--- src/rtl/siphash_pkg.sv ---
package siphash_pkg;

    // SipHash initialization constants
    localparam logic [63:0] SIP_C0 = 64'h736F6D6570736575;
    localparam logic [63:0] SIP_C1 = 64'h646F72616E646F6D;
    localparam logic [63:0] SIP_C2 = 64'h6C7967656E657261;
    localparam logic [63:0] SIP_C3 = 64'h7465646279746573;

    // Finalization xor into lane c, and the position of the length byte
    localparam logic [63:0] SIP_FINAL_XOR = 64'h00000000000000FF;
    localparam int unsigned SIP_LEN_SHIFT = 56;

    // Bytes in one message word
    localparam int unsigned WORD_BYTES = 8;
    localparam logic [3:0]  FULL_COUNT = 4'd8;

    // The four SipHash lanes
    typedef struct packed {
        logic [63:0] a;
        logic [63:0] b;
        logic [63:0] c;
        logic [63:0] d;
    } t_lanes;

    // Keep the low cnt bytes of a word, clear the rest
    function automatic logic [63:0] byte_mask(input logic [63:0] word, input logic [3:0] cnt);
        logic [63:0] res;
        res = '0;
        for (int i = 0; i < WORD_BYTES; i++) begin
            if (4'(i) < cnt) begin
                res[i*8 +: 8] = word[i*8 +: 8];
            end
        end
        return res;
    endfunction

endpackage

--- src/rtl/siphash_if.sv ---
// Message word channel
interface siphash_in_if;
    logic        valid;
    logic        ready;
    logic [63:0] data_word;
    logic [3:0]  byte_count;
    logic        last;

    modport source (output valid, output data_word, output byte_count, output last,
                    input ready);
    modport sink   (input valid, input data_word, input byte_count, input last,
                    output ready);
endinterface

// Digest channel
interface siphash_out_if;
    logic        valid;
    logic        ready;
    logic [63:0] digest;

    modport source (output valid, output digest, input ready);
    modport sink   (input valid, input digest, output ready);
endinterface

--- src/rtl/siphash_round.sv ---
module siphash_round
    import siphash_pkg::*;
(
    input  t_lanes i_lanes,
    output t_lanes o_lanes
);

    logic [63:0] a1, a2, a3;
    logic [63:0] b1, b2;
    logic [63:0] c1, c2;
    logic [63:0] d1, d2;

    // First half-round: add, rotate, xor on both lane pairs
    assign a1 = i_lanes.a + i_lanes.b;
    assign b1 = {i_lanes.b[50:0], i_lanes.b[63:51]} ^ a1;
    assign a2 = {a1[31:0], a1[63:32]};
    assign c1 = i_lanes.c + i_lanes.d;
    assign d1 = {i_lanes.d[47:0], i_lanes.d[63:48]} ^ c1;

    // Second half-round: cross the pairs
    assign a3 = a2 + d1;
    assign d2 = {d1[42:0], d1[63:43]} ^ a3;
    assign c2 = c1 + b1;
    assign b2 = {b1[46:0], b1[63:47]} ^ c2;

    assign o_lanes.a = a3;
    assign o_lanes.b = b2;
    assign o_lanes.c = {c2[31:0], c2[63:32]};
    assign o_lanes.d = d2;

endmodule

--- src/rtl/siphash_core.sv ---
module siphash_core
    import siphash_pkg::*;
(
    input  logic                 i_clk,
    input  logic                 i_rst_n,
    input  logic [63:0]          i_key_low,
    input  logic [63:0]          i_key_high,
    siphash_in_if.sink           i_in,
    siphash_out_if.source        o_out
);

    typedef enum logic [1:0] {
        S_IDLE,
        S_ABSORB,
        S_FINAL,
        S_MIX
    } t_state;

    t_state      r_state;
    logic [1:0]  r_rnd;
    logic        r_in_msg;
    logic        r_last;
    logic [7:0]  r_bt;
    logic [63:0] r_word;
    logic [63:0] r_fin;
    t_lanes      r_lanes;
    logic        r_out_valid;
    logic [63:0] r_digest;

    t_lanes      round_out;
    t_lanes      absorb_done;
    t_lanes      final_start;
    t_lanes      mix_start;
    t_lanes      base;
    t_lanes      seed;
    t_lanes      seed_mix;
    logic        accept;
    logic        full;
    logic [3:0]  cnt_sat;
    logic [7:0]  bt_base;
    logic [7:0]  bt_new;
    logic [63:0] fin;
    logic        out_free;
    logic        digest_load;

    // Shared round unit
    siphash_round u_round (
        .i_lanes (r_lanes),
        .o_lanes (round_out)
    );

    // Second round of a block with the message word folded into lane a
    always_comb begin
        absorb_done   = round_out;
        absorb_done.a = round_out.a ^ r_word;
    end

    // Fold the final block into lane d after an eight-byte last word
    always_comb begin
        final_start   = absorb_done;
        final_start.d = absorb_done.d ^ r_fin;
    end

    // Close the final block and apply the finalization xor
    always_comb begin
        mix_start   = round_out;
        mix_start.a = round_out.a ^ r_fin;
        mix_start.c = round_out.c ^ SIP_FINAL_XOR;
    end

    // Take a new item when idle or as a full block finishes its second round
    assign i_in.ready  = (r_state == S_IDLE) ||
                         (r_state == S_ABSORB && r_rnd == 2'd1 && !r_last);
    assign accept      = i_in.valid && i_in.ready;
    assign out_free    = !r_out_valid || o_out.ready;
    assign digest_load = (r_state == S_MIX) && (r_rnd == 2'd3) && out_free;

    // Seed the lanes on the first word of a message
    always_comb begin
        base = (r_state == S_IDLE) ? r_lanes : absorb_done;
        if (!r_in_msg) begin
            seed.a = SIP_C0 ^ i_key_low;
            seed.b = SIP_C1 ^ i_key_high;
            seed.c = SIP_C2 ^ i_key_low;
            seed.d = SIP_C3 ^ i_key_high;
        end else begin
            seed = base;
        end
    end

    // Form the byte total and the final block
    always_comb begin
        cnt_sat = (i_in.byte_count > FULL_COUNT) ? FULL_COUNT : i_in.byte_count;
        full    = !i_in.last || (cnt_sat == FULL_COUNT);
        bt_base = r_in_msg ? r_bt : 8'd0;
        bt_new  = full ? (bt_base + 8'd8) : (bt_base + {4'd0, cnt_sat});
        fin     = full ? 64'd0 : byte_mask(i_in.data_word, cnt_sat);
        fin[SIP_LEN_SHIFT +: 8] = bt_new;
    end

    // Fold the incoming block into lane d
    always_comb begin
        seed_mix   = seed;
        seed_mix.d = seed.d ^ (full ? i_in.data_word : fin);
    end

    // Sequencer, lanes and digest register
    always_ff @(posedge i_clk) begin
        if (!i_rst_n) begin
            r_state     <= S_IDLE;
            r_rnd       <= 2'd0;
            r_in_msg    <= 1'b0;
            r_out_valid <= 1'b0;
        end else begin
            // Raise valid as the last round lands, drop it once taken
            if (digest_load) begin
                r_out_valid <= 1'b1;
            end else if (o_out.ready) begin
                r_out_valid <= 1'b0;
            end
            if (accept) begin
                r_lanes   <= seed_mix;
                r_word    <= i_in.data_word;
                r_fin     <= fin;
                r_last    <= i_in.last;
                r_bt      <= bt_new;
                r_in_msg  <= !i_in.last;
                r_rnd     <= 2'd0;
                r_state   <= full ? S_ABSORB : S_FINAL;
            end else begin
                unique case (r_state)
                    S_IDLE: begin
                    end
                    S_ABSORB: begin
                        if (r_rnd == 2'd1) begin
                            r_rnd <= 2'd0;
                            if (r_last) begin
                                r_lanes <= final_start;
                                r_state <= S_FINAL;
                            end else begin
                                r_lanes <= absorb_done;
                                r_state <= S_IDLE;
                            end
                        end else begin
                            r_lanes <= round_out;
                            r_rnd   <= r_rnd + 2'd1;
                        end
                    end
                    S_FINAL: begin
                        if (r_rnd == 2'd1) begin
                            r_lanes <= mix_start;
                            r_rnd   <= 2'd0;
                            r_state <= S_MIX;
                        end else begin
                            r_lanes <= round_out;
                            r_rnd   <= r_rnd + 2'd1;
                        end
                    end
                    S_MIX: begin
                        if (r_rnd == 2'd3) begin
                            // Hold the last round until the digest register is free
                            if (out_free) begin
                                r_lanes  <= round_out;
                                r_digest <= round_out.a ^ round_out.b ^
                                            round_out.c ^ round_out.d;
                                r_rnd    <= 2'd0;
                                r_state  <= S_IDLE;
                            end
                        end else begin
                            r_lanes <= round_out;
                            r_rnd   <= r_rnd + 2'd1;
                        end
                    end
                    default: begin
                        r_state <= S_IDLE;
                    end
                endcase
            end
        end
    end

    assign o_out.valid  = r_out_valid;
    assign o_out.digest = r_digest;

endmodule

--- src/rtl/siphash_keyed_hash_top.sv ---
// SipHash-2-4 keyed hash over a byte message streamed as little-endian 64-bit
// words. Load the 128-bit key through the APB port (key_low at byte address 0,
// key_high at 8, 64-bit data), then send the message one item per word with
// last set on the final item, whose byte_count gives 0 to 8 valid bytes. One
// digest item follows each message. A single SipRound unit runs one round per
// cycle: a full word runs 2 rounds and the next item can enter as its second
// round completes. A last item with 0 to 7 bytes runs 2 rounds on the final
// block and 4 finalization rounds; one with 8 bytes runs 2 rounds on the word
// before those, and the block then returns to idle. The digest sits in an
// output register, so the next message can start while it waits; a second
// digest stalls the final round until the first is taken. Change the key only
// between messages.
module siphash_keyed_hash_top
    import siphash_pkg::*;
(
    input  logic          i_clk,
    input  logic          i_rst_n,
    input  logic          psel,
    input  logic          penable,
    input  logic          pwrite,
    input  logic [3:0]    paddr,
    input  logic [63:0]   pwdata,
    output logic [63:0]   prdata,
    output logic          pready,
    siphash_in_if.sink    i_in,
    siphash_out_if.source o_out
);

    logic [63:0] r_key_low;
    logic [63:0] r_key_high;
    logic        cfg_wr;

    assign pready = 1'b1;
    assign cfg_wr = psel && penable && pwrite && pready;

    // Key registers, one per 8-byte slot
    always_ff @(posedge i_clk) begin
        if (!i_rst_n) begin
            r_key_low  <= '0;
            r_key_high <= '0;
        end else if (cfg_wr) begin
            if (paddr[3]) begin
                r_key_high <= pwdata;
            end else begin
                r_key_low <= pwdata;
            end
        end
    end

    // Read back the addressed key word
    assign prdata = paddr[3] ? r_key_high : r_key_low;

    siphash_core u_core (
        .i_clk      (i_clk),
        .i_rst_n    (i_rst_n),
        .i_key_low  (r_key_low),
        .i_key_high (r_key_high),
        .i_in       (i_in),
        .o_out      (o_out)
    );

endmodule

--- src/flat_wrapper.sv ---
// flat-port wrapper written by rule: the top's interface ports become plain ports
module siphash_keyed_hash_top_flat import siphash_pkg::*;
  (i_clk, i_rst_n, psel, penable, pwrite, paddr, pwdata, prdata, pready, i_in_valid, i_in_data_word, i_in_byte_count, i_in_last, i_in_ready, o_out_valid, o_out_digest, o_out_ready);
  siphash_in_if i_in_i ();
  siphash_out_if o_out_i ();
  input  logic i_clk;
  input  logic i_rst_n;
  input  logic psel;
  input  logic penable;
  input  logic pwrite;
  input  logic [3:0] paddr;
  input  logic [63:0] pwdata;
  output logic [63:0] prdata;
  output logic pready;
  input wire logic [$bits(i_in_i.valid)-1:0] i_in_valid;
  input wire logic [$bits(i_in_i.data_word)-1:0] i_in_data_word;
  input wire logic [$bits(i_in_i.byte_count)-1:0] i_in_byte_count;
  input wire logic [$bits(i_in_i.last)-1:0] i_in_last;
  output wire logic [$bits(i_in_i.ready)-1:0] i_in_ready;
  output wire logic [$bits(o_out_i.valid)-1:0] o_out_valid;
  output wire logic [$bits(o_out_i.digest)-1:0] o_out_digest;
  input wire logic [$bits(o_out_i.ready)-1:0] o_out_ready;
  assign i_in_i.valid = i_in_valid;
  assign i_in_i.data_word = i_in_data_word;
  assign i_in_i.byte_count = i_in_byte_count;
  assign i_in_i.last = i_in_last;
  assign i_in_ready = i_in_i.ready;
  assign o_out_valid = o_out_i.valid;
  assign o_out_digest = o_out_i.digest;
  assign o_out_i.ready = o_out_ready;
  siphash_keyed_hash_top u_core (.i_clk(i_clk), .i_rst_n(i_rst_n), .psel(psel), .penable(penable), .pwrite(pwrite), .paddr(paddr), .pwdata(pwdata), .prdata(prdata), .pready(pready), .i_in(i_in_i), .o_out(o_out_i));
endmodule
--- config.mk ---
export PLATFORM = sky130hd
export DESIGN_NAME = siphash_keyed_hash_top_flat
export DESIGN_NICKNAME = d
export VERILOG_FILES = /design/src/rtl/siphash_pkg.sv /design/src/rtl/siphash_if.sv /design/src/rtl/siphash_round.sv /design/src/rtl/siphash_core.sv /design/src/rtl/siphash_keyed_hash_top.sv /design/src/flat_wrapper.sv
export SDC_FILE = /design/constraint.sdc
export NUM_CORES = 2
export LEC_CHECK = 0
export BUFFER_PORTS_ARGS = -buffer_cell sky130_fd_sc_hd__buf_4
export CAP_MARGIN = 5
export CORE_ASPECT_RATIO = 1.4
export CORE_MARGIN = 2
export CORE_UTILIZATION = 50
export CTS_CLUSTER_SIZE = 24
export DETAILED_ROUTE_END_ITERATION = 10
export GPL_TIMING_DRIVEN = 1
export PLACE_DENSITY = 0.72
export SKIP_CTS_REPAIR_TIMING = 1
export SYNTH_ARGS = -nofsm -noshare
export SYNTH_HDL_FRONTEND = slang
export SYNTH_HIERARCHICAL = 1
export SYNTH_SLANG_ARGS = --single-unit
export TNS_END_PERCENT = 30
--- constraint.sdc ---
create_clock -name i_clk -period 21.9 [get_ports i_clk]
set_input_delay 2.19 -clock i_clk [delete_from_list [all_inputs] [get_ports i_clk]]
set_output_delay 2.19 -clock i_clk [all_outputs]
set_load 0.02 [all_outputs]
==> impl_metrics.yaml <==
floorplan:
  core_um2: 95570
  die-area_um2: 99150
  start_util_pct: 50.55
  pin_count: 275
  row_count: 134
  chipHeight_um: 371.8
  die_w_um: 266.7
worst_setup_path:
  crit_required_ns: 22.31
  path_cells: "ha_1, fa_1, a211oi_1, nor2_1, o221ai_1, a21oi_1, a21oi_1, o21ai_0, a21oi_1, o21ai_0, xor2_1, xor2_1, ha_1, nand4_1, a211oi_2, o31ai_1, o21ai_0, xor2_1, xor2_1, xnor2_1, xnor2_1"
  path_class: "reg -> reg"
  path_buf_inv: 0
  end_kind: "flop"
  crit_family: "compound AO/OA/AOI/OAI gates"
  startpoint_type: "flop"
  critPathMostFrequentCell: "xor2_1"
  critPathSlowestCell: "xor2_1"
  worstPathArrival_ns: 10.81
  cp_max_fo: 10
  slowest_delay_ns: 1.13
outcome:
  status: "finished, violations left"
  violations: "max-capacitance violations"
clocking:
  clock_path_buffers: 3
  clockRootBuffer: "clkbuf_16"
  cts_made_buffers: 61
  cts_tree: "built"
  cts.htree.levels: 2
  cts_sinks: 583
  clk_pin_slew_ns: 0.08
  clock_latency_ns: 0.69
timing:
  setup_violations: 0
  clock.fmax_mhz: 96.16
  post-route-min-period_ns: 10.40
  slew_headroom_pct: 0.9437
  finalCritPeriodShare_pct: 47.49
  setup_ws_ns: 11.50
  tightest_slew_ns: 1.481
  maxSlewViolCount: 0
  final-hold-violation-count: 0
  fin_worst_skew_ns: 0.03459
  setup_tns_ns: 0
  rsz0062_at_grt: "no"
run:
  maxCapViolCount: 1
worst_hold_path:
  hp-class: "reg -> reg"
cells_and_area:
  drive_gt1_share_pct: 10.44
  area_growth_syn_to_layout_pct: 10.56
  nNetsFinal: 5808
  final_cell_mix: "nand2_1 (631), a21oi_1 (461), edfxtp_1 (449)"
  fillers: 8609
  final_common_cell: "nand2_1"
drt:
  num_vias: 46584
  ant_nets: 0
  wl_um: 255700
  drtPass1Iterations: 7
  avgRoutedWirePerCell_um: 38.24
  avgViaCountPerCell: 6.965
  drt-initial-drc-count: 6680
  route.detailed.drc: 0
synthesis:
  synth_fp_nets: 5675
  synth.ff_latch_count: 583
  synth-async-reset-ratio_pct: 0
  syn-instance-count: 5266
  synth_ff_type: "edfxtp_1"
  synth.distinct_cells: 94
  yosys_warnings: 6
  syn_area_per_cell_um2: 9.173
  synth_area_um2: 48310
  synth_seq_area_share_pct: 33.47
  synth_edf_count: 449
grt:
  grt_use_total_pct: 50.45
  grt_overflow_total: 0
  grt_pass1_vias: 43890
  grt_pass1_wl_um: 345200
  antenna_found_initial: 18
  grt_max_degree: 82
place:
  hpwl_um: 206600
  dpl_worst_slack_ns: 12.48
  io_buffer_count: 270
  gp_congestion: 1.212
-- routing by layer --
layer	global-route usage, %	routed length, um	vias to the layer above
met5	0	46	-
met4	49.60	31830	8
met3	14.84	29130	1116
met2	75.46	108100	3529
met1	56.79	86610	22480
li1	-	-	19451
-- per-stage QoR --
stage,hold WS (ns),instances,cell area [um2],util [%]
floorplan,0.4438,5266,48310,-
global placement,0.4744,6559,51260,53.63
detailed placement,0.4894,6559,51260,53.63
CTS,0.4990,6675,53330,55.81
global route,0.5252,6681,53390,55.86
finish,0.5017,6688,53400,55.88
-- registers in the layout (all words and copies together) (netlist names), 2 cells and up --
| name | flops |
|---|---|
| u_core/u_core/r_lanes | 256 |
| u_core/r_key_high | 64 |
| u_core/r_key_low | 64 |
| u_core/u_core/o_out.digest | 64 |
| u_core/u_core/r_word | 64 |
| u_core/u_core/r_fin | 56 |
| u_core/u_core/r_bt | 8 |
| u_core/u_core/r_rnd | 2 |
| u_core/u_core/r_state | 2 |
-- final timing paths --
kind,start,end,slack (ns),cells after the start
worst max register to register,u_core/u_core/r_lanes[128]$_DFFE_PP_,u_core/u_core/o_out.digest[58]$_DFFE_PP_,11.50,21
worst min-delay path,u_core/r_key_high[31]$_SDFFE_PN0P_,u_core/r_key_high[31]$_SDFFE_PN0P_,0.50,2
worst max-delay path,u_core/u_core/r_lanes[128]$_DFFE_PP_,u_core/u_core/o_out.digest[58]$_DFFE_PP_,11.50,21
worst min register to register,u_core/r_key_high[31]$_SDFFE_PN0P_,u_core/r_key_high[31]$_SDFFE_PN0P_,0.50,2
-- kinds of logic after synthesis --
group / count (synthesis) / synth area share, %
other cells: 1 / 0.007763
simple gates: 1445 / 13.95
mux: 284 / 6.051
xor+xnor: 842 / 15.96
flops: 583 / 33.47
fa+ha+maj: 265 / 6.942
buf+inv: 389 / 3.683
compound gates: 1457 / 19.94
-- layout make-up --
class,instances,area [um2],area share [%]
Multi-Input combinational cell,4294,30510,57.13
Sequential cell,583,16170,30.28
Timing Repair Buffer,361,2714,5.082
Clock buffer,93,1851,3.465
Tap cell,1224,1531,2.868
Inverter,98,367.9,0.6888
Clock inverter,23,226.5,0.4241
Antenna cell,12,30.03,0.05623
-- cell usage after synthesis (98+ instances only) --
| library cell | n | area share (%) |
|---|---|---|
| nand2_1 | 633 | 4.9 |
| a21oi_1 | 461 | 4.8 |
| edfxtp_1 | 449 | 28 |
| xor2_1 | 416 | 7.5 |
| xnor2_1 | 402 | 7.3 |
| nor2_1 | 262 | 2.0 |
| ha_1 | 260 | 6.7 |
| o21ai_0 | 241 | 2.5 |
| mux2i_1 | 220 | 4.6 |
| clkbuf_1 | 167 | 1.3 |
| a21o_1 | 143 | 2.2 |
| nor2b_1 | 138 | 1.8 |
| dfxtp_1 | 134 | 5.6 |
| inv_1 | 98 | 0.76 |
-- worst reg2reg max path, cell delays in order (launching register included) --
cell and delay (ns):
edfxtp_1 0.42, ha_1 0.27, fa_1 0.43, a211oi_1 0.26, nor2_1 0.12, o221ai_1 0.34, a21oi_1 0.26, a21oi_1 0.91
o21ai_0 0.33, a21oi_1 0.28, o21ai_0 0.13, xor2_1 0.79, xor2_1 0.15, ha_1 0.77, nand4_1 0.60, a211oi_2 1.01
o31ai_1 0.30, o21ai_0 0.39, xor2_1 1.13, xor2_1 0.83, xnor2_1 0.20, xnor2_1 0.20
Power is not shown: default switching activity piles up to over one toggle a cycle in this logic, so the estimate is an artifact.
